`src/crb_pkg.sv`:
```
// shared constants, types and codes of the chunk reception bitmap
package crb_pkg;

   localparam int MAP_ENTRIES = 1024;
   localparam int KB_PER_ENTRY = 8;
   localparam int MASK_W = KB_PER_ENTRY;
   localparam int BIT_W = $clog2(KB_PER_ENTRY);
   localparam int ADDR_W = $clog2(MAP_ENTRIES);
   localparam int CNT_W = ADDR_W + 1;
   localparam int KB_W = ADDR_W + BIT_W;
   localparam int CSR_W = 14;
   localparam int CAP_KB = MAP_ENTRIES * KB_PER_ENTRY;
   localparam int CMD_W = 2;

   localparam logic [CMD_W-1:0] CMD_INIT = 2'd0;
   localparam logic [CMD_W-1:0] CMD_QUERY = 2'd1;
   localparam logic [CMD_W-1:0] CMD_RECV = 2'd2;

   localparam logic [MASK_W-1:0] FULL_ENTRY = 8'hff;

   typedef enum logic [3:0] {
      ST_IDLE = 4'b0001,
      ST_RMW  = 4'b0010,
      ST_INIT = 4'b0100,
      ST_SCAN = 4'b1000
   } crb_state_type;

   typedef struct packed {
      logic              ok;
      logic [BIT_W-1:0]  bit_sel;
      logic [MASK_W-1:0] new_val;
      logic              now_zero;
   } crb_rmw_type;

endpackage

```
`src/crb_rmw_unit.sv`:
```
// modify step of a receive: lowest chunk bit select, clear and accept check
module crb_rmw_unit
   import crb_pkg::*;
(
   input  logic              enable,
   input  logic [MASK_W-1:0] cur_val,
   input  logic [MASK_W-1:0] chunk_mask,
   output crb_rmw_type       result
);

   logic [BIT_W-1:0]  low_bit;
   logic [MASK_W-1:0] cleared;

   always_comb begin
      low_bit = BIT_W'(MASK_W - 1);
      for (int i = MASK_W - 1; i >= 0; i--) begin
         if (chunk_mask[i]) begin
            low_bit = BIT_W'(i);
         end
      end
   end

   assign cleared = cur_val & ~(MASK_W'(1) << low_bit);

   assign result.ok = enable && (chunk_mask != '0) && ((cur_val & chunk_mask) != '0);
   assign result.bit_sel = low_bit;
   assign result.new_val = cleared;
   assign result.now_zero = (cleared == '0);

endmodule

```
`config.mk`:
```
export PLATFORM = sky130hd
export DESIGN_NAME = crb_rmw_unit
export DESIGN_NICKNAME = d
export VERILOG_FILES = /design/src/crb_pkg.sv /design/src/crb_rmw_unit.sv
export SDC_FILE = /design/constraint.sdc
export NUM_CORES = 1
export LEC_CHECK = 0
export BUFFER_PORTS_ARGS = -buffer_cell sky130_fd_sc_hd__buf_2
export CELL_PAD_IN_SITES_DETAIL_PLACEMENT = 0
export CELL_PAD_IN_SITES_GLOBAL_PLACEMENT = 1
export CORE_AREA = 4 4 41 43
export DETAILED_ROUTE_END_ITERATION = 7
export DIE_AREA = 0 0 45 47
export GPL_TIMING_DRIVEN = 1
export PLACE_DENSITY = 0.82
export SETUP_SLACK_MARGIN = 0.5
export SLEW_MARGIN = 15
export SYNTH_ARGS = -nofsm -noshare
export SYNTH_HDL_FRONTEND = slang
export SYNTH_SLANG_ARGS = --single-unit
```
`constraint.sdc`:
```
create_clock -name vclk -period 1.05
set_input_delay 0.0525 -clock vclk [all_inputs]
set_output_delay 0.0525 -clock vclk [all_outputs]
set_load 0.005 [all_outputs]
```
==> results of run 1 <==
[cell families (layout without fill, tap and decap cells)]
family	after synthesis	after routing	synth area share (%)
buffers and inverters	6	55	9.09
and+or+nand+nor	13	13	35.4
AOI/OAI and AO/OA	18	18	55.6
[power groups by stage]
| stage | Sequential, mW | Clock, mW | Combinational, mW |
|---|---|---|---|
| after floorplan | 0 | 0 | 0.0626 |
| after global routing | 0 | 0 | 0.306 |
| final | 0 | 0 | 0.286 |
| after detailed placement | 0 | 0 | 0.181 |
| after global placement | 0 | 0 | 0.179 |
| after CTS | 0 | 0 | 0.233 |
[repair_timing]
action,CTS,global route
resized for setup,28,24
endpoints found under the setup margin,13,13
cloned,0,0
setup buffers,3,6
pin swaps,6,13
hold buffers,0,0
[per-layer routing]
metal  vias to the layer above  part of all wire (%)
met1                       240                    37
met2                        18                    56
met4                         0                     0
li1                        244                     -
met3                         0                   7.3
met5                         -                     0
[area by class of cell]
cell class | count | area (um^2)
fill | 123 | 543
timing repair buffer | 49 | 395
multi-input combinational | 31 | 319
inverter | 6 | 25.0
tap | 15 | 18.8
[critical path, stage by stage]
cell	delay, ns
buf_8	0.10
nor4_4	0.31
buf_4	0.19
nand2_2	0.06
o22ai_2	0.13
and4_1	0.19
buf_2	0.11
[worst min-delay path by stage]
stage / startpoint / end / cells past startpoint
finish: enable / result[12] / 4
global route: enable / result[12] / 4
CTS: enable / result[12] / 4
detailed placement: enable / result[12] / 4
global placement: enable / result[12] / 4
floorplan: chunk_mask[0] / result[9] / 1
[per-stage QoR]
stage	setup slack (ns)	setup TNS, ns	hold WS (ns)
floorplan	0.0853	0	0.123
global placement	-0.169	-0.169	0.400
detailed placement	-0.236	-0.297	0.400
CTS	-0.193	-0.246	0.397
global route	-0.204	-0.260	0.430
finish	-0.140	-0.167	0.404
[cells in the final DEF, fill, tap and decap left out]
cell	n
nand2_1	2
o21a_1	2
buf_2	19
nand2_2	1
and4_1	1
nor4_4	1
o22ai_2	1
and2_1	1
nor2_1	1
a22oi_2	3
nor3_1	1
nor2_4	1
a41oi_2	1
o31a_1	1
inv_4	1
o22ai_1	1
a22oi_1	1
o32ai_2	1
buf_6	16
or2b_1	1
a31oi_4	2
a221oi_1	1
and2b_1	1
buf_4	12
inv_1	4
inv_2	1
nand2b_4	1
a21boi_2	2
buf_8	2
a21oi_2	2
or2_4	1
==> qor.txt, run 1 <==
First-pass DRT Iterations: 2
Top-area cell type share of the netlist area: 12.1%
PD cells: 377 nW/um^2
Comb power frac: 100.0%
Initial DRC Count: 2
Total Wirelength: 1.32 mm
Post-layout min period: 1.19 ns
Synthesized cell area: 248 um^2
Diode count: 0
M2 GR Usage: 21.2%
Total Power: 0.286 mW
Seq Cell Count: 0
Total gr overflow: 0
Post-synthesis sequential area ratio: 0%
Vias in the first global route: 441
Fmax: 840 MHz
Layout net count: 105
VDD IR max: 193 uV
Drc violations: 0
Top post-synthesis cells by count: 6 x inv_1, 4 x a22oi_1, 3 x nand2_1
RSZ-0062 raised after global routing: yes
Met1 GRT Util: 13.0%
Worst Path Arrival: 1.14 ns
Setup violators final: 2
Area taken by flip-flops and latches: 0 um^2
Slew margin rel.: 82.5%
Vias: 502
Endpoints failing hold: 0
Clock share of power: 0%
Leading post-synthesis cells by cell area: a22oi_1 12%, inv_1 9.1%, nor4_4 8.6%
Layout cells sized above 1: 79.1%
Post-DP Area: 495 um^2
Mapped Nets: 54
Switching share of power: 41.7%
Status: finished with violations
Die area: 2120 um^2
Antenna violations before repair: 0
Synth Instances: 37
Min-delay worst type: input pin to primary output
Die height: 47 um
IO Port Bufs: 30
Ports: 30
Core box area: 1300 um^2
Clock buffer cells: 0
Synth cell types: 22
Vias per cell: 4.97
Largest net degree at the start of global routing: 7
GPL Wtd Cong: 0.723
Mapped Avg Cell Area: 6.70 um^2
Syn. warnings: 0
Final ANT Viol Nets: 0
Placed cell count: 92
Pleak: 0.363 nW
Met3 GRT Util: 0.383%
Final core occ: 58.3%
End point of the critical path: result[0]
Failing checks: setup timing
Worst Setup SP: chunk_mask[0]
Worst Tran Pin Value: 0.261 ns
Worst Path Class, Setup: input pin to primary output
Fin cells: 101
Max-slew violation count: 0
Critical Path RT: 1.00 ns
Row Count: 13
NetSw: 0.119 mW
Max-cap violations: 0
Seq pwr share: 0%
Final HPWL DP: 933 um
Fin area: 758 um^2
Initial Utilization: 19.0%
Worst Setup Slack, final: -0.140 ns
Critical Path End Type: primary output
Aggregate global-route resource usage: 10.5%
Routed WL per cell: 13.1 um
Syn-to-layout area delta: 206%
Cell with the most instances after synthesis: inv_1
First-pass GRT wire length: 1.77 mm
Crit-path max FO: 3
Post-synth top area cell: a22oi_1
Global routing's busiest layer: met2
Startpoint types: input pin
Crit share post-route: 113%
Chip Width: 45 um
Cell Int Power: 0.167 mW
No activity file was read; power rests on OpenSTA's default activity.
==> inputs of run 2 (changes only) <==
--- a/config.mk
+++ b/config.mk
@@ -5,16 +5,19 @@
 export SDC_FILE = /design/constraint.sdc
 export NUM_CORES = 1
 export LEC_CHECK = 0
+export ABC_AREA = 1
 export BUFFER_PORTS_ARGS = -buffer_cell sky130_fd_sc_hd__buf_2
 export CELL_PAD_IN_SITES_DETAIL_PLACEMENT = 0
 export CELL_PAD_IN_SITES_GLOBAL_PLACEMENT = 1
-export CORE_AREA = 4 4 41 43
+export CORE_MARGIN = 4
+export CORE_UTILIZATION = 20
 export DETAILED_ROUTE_END_ITERATION = 7
-export DIE_AREA = 0 0 45 47
 export GPL_TIMING_DRIVEN = 1
-export PLACE_DENSITY = 0.82
+export PLACE_DENSITY = 0.89
+export REMOVE_ABC_BUFFERS = 1
 export SETUP_SLACK_MARGIN = 0.5
 export SLEW_MARGIN = 15
 export SYNTH_ARGS = -nofsm -noshare
 export SYNTH_HDL_FRONTEND = slang
 export SYNTH_SLANG_ARGS = --single-unit
+export TNS_END_PERCENT = 30
==> run 2 against run 1 <==
Effect of this change:
- the run still ends with setup timing left
- utilization decreased by 2.0 points
- area after synthesis increased by 9.6%
- fmax increased by 11%
- flip-flop and latch count unchanged
- sequential share of layout area unchanged
- die area decreased by 4.9%
- synthesized cell count increased by 51%
- global-route usage decreased by 0.43 points
- combinational power decreased by 3%
- first-iteration DRC count increased to 3.5 times the previous value
==> qor.txt, run 2 <==
Ports: 30
Commonest non-fill, non-tap cell in the layout: buf_2
Syn-to-layout area delta: 166%
Aggregate global-route resource usage: 10.1%
Critical Path End Type: primary output
Antenna violations before repair: 0
Crit share post-route: 102%
Total Wirelength: 1.16 mm
Hold_ws: 0.387 ns
Slowest stage delay, CP: 0.20 ns
Layout cells sized above 1: 75.5%
Final ANT Viol Nets: 0
Worst path depth: 9
Final core occ: 56.3%
Met1 GRT Util: 14.8%
Worst-path cell chain: buf_2, inv_2, nand2_2, a21oi_4, nand2_2, o21ai_2, nand3_1, nor2_1, buf_2
Placed cell count: 113
Met3 GRT Util: 0%
Post-synth top area cell: inv_1
Chip Width: 44.8 um
Failing checks: setup timing
Worst Setup Slack, final: -0.0179 ns
Crit-path slowest cell: a21oi_4
Drc violations: 0
NetSw: 0.124 mW
Status: finished with violations
Seq Cell Count: 0
Top-area cell type share of the netlist area: 22.1%
Endpoints failing hold: 0
Final HPWL DP: 879 um
Most frequent cells in the layout: 22 x buf_2, 12 x buf_4, 9 x nand2_1
Total Power: 0.278 mW
Largest net degree at the start of global routing: 5
Die height: 44.8 um
Cell Int Power: 0.154 mW
Vias per cell: 4.28
VDD IR max: 195 uV
Row Count: 13
Min-delay worst type: input pin to primary output
CP delay by family, top: simple AND/OR/NAND/NOR gates
Initial Utilization: 21.1%
Area taken by flip-flops and latches: 0 um^2
Initial DRC Count: 7
Diode count: 0
Switching share of power: 44.6%
Slew margin rel.: 82.5%
Syn. warnings: 0
Leading post-synthesis cells by cell area: inv_1 22%, nand2_1 22%, nand3_1 9.2%
Fin cells: 117
First-pass DRT Iterations: 4
GPL Wtd Cong: 0.719
Post-layout min period: 1.07 ns
CTS Hold Buffers Added: 0
IO Port Bufs: 30
Die area: 2010 um^2
Top post-synthesis cells by count: 16 x inv_1, 16 x nand2_1, 5 x nand3_1, 5 x nor2_1, 3 x a21oi_1
Global routing's busiest layer: met2
Fmax: 936 MHz
PD cells: 385 nW/um^2
Clock buffer cells: 0
First-pass GRT wire length: 1.66 mm
Vias: 501
Worst Tran Pin Value: 0.262 ns
Layout net count: 121
Pleak: 0.413 nW
Core box area: 1280 um^2
Synth cell types: 15
Worst hold stages: 4
Max-cap violations: 0
Seq pwr share: 0%
Worst Path Class, Setup: input pin to primary output
Post-synthesis sequential area ratio: 0%
Vias in the first global route: 404
Crit-path max FO: 4
M2 GR Usage: 17.8%
Clock share of power: 0%
CP bufs+invs: 3
Comb power frac: 100.0%
Synthesized cell area: 272 um^2
Setup TNS: -0.0179 ns
Mapped Avg Cell Area: 4.85 um^2
Startpoint types: input pin
Critical Path RT: 1.00 ns
Total gr overflow: 0
Max-slew violation count: 0
Worst Path Arrival: 1.02 ns
Setup violators final: 1
RSZ-0062 raised after global routing: yes
Synth Instances: 56
Routed WL per cell: 9.92 um
-- run 2: cell types whose count changed after synthesis, sizes merged, moves of 4 or more --
cell	delta
nand2	+14
a22oi	-4
nor2	+5
inv	+11
nand3	+5
-- run 2: final timing paths --
kind	from	to	slack (ns)
max	chunk_mask[4]	result[0]	-0.02
min	cur_val[3]	result[4]	0.39
-- run 2: tightest hold or removal path, delay by kind of cell --
kind	cells	cell delay [ns]
buffers and inverters	3	0.24
AND/OR/NAND/NOR	1	0.05
-- run 2: layout make-up --
cell class / count / area (um^2)
Fill cell: 132 / 562
Multi-Input combinational cell: 39 / 285
Inverter: 17 / 68.8
Timing Repair Buffer: 46 / 350
Tap cell: 15 / 18.8
-- run 2: layer usage --
layer / share of wire (%) / vias to the layer above
li1: - / 263
met1: 38 / 218
met2: 52 / 20
met3: 10 / 0
met4: 0 / 0
met5: 0 / -
-- run 2: power groups by stage --
stage | combinational (mW) | sequential (mW) | clock [mW]
finish | 0.278 | 0 | 0
global route | 0.304 | 0 | 0
CTS | 0.233 | 0 | 0
detailed placement | 0.192 | 0 | 0
global placement | 0.190 | 0 | 0
floorplan | 0.0789 | 0 | 0
-- run 2: cells by family (layout without fill, tap and decap cells) --
group,count (synthesis),after routing,share of synthesized area [%]
buffers and inverters,17,63,23.5
AO/OA/AOI/OAI,10,10,29.5
AND/OR/NAND/NOR,29,29,47.0
-- run 2: through the flow --
step | area, um^2 | setup WS, ns
floorplan | 272 | 0.232
global placement | 531 | -0.0340
detailed placement | 531 | -0.0365
CTS | 626 | -0.00384
global route | 723 | -0.119
finish | 723 | -0.0179
-- run 2: what timing repair did --
item	in CTS	in global routing
cloned	0	0
pin swaps	14	20
setup endpoints to repair	13	13
gates resized for setup	20	31
hold endpoints to repair	0	0
buffers inserted	4	0
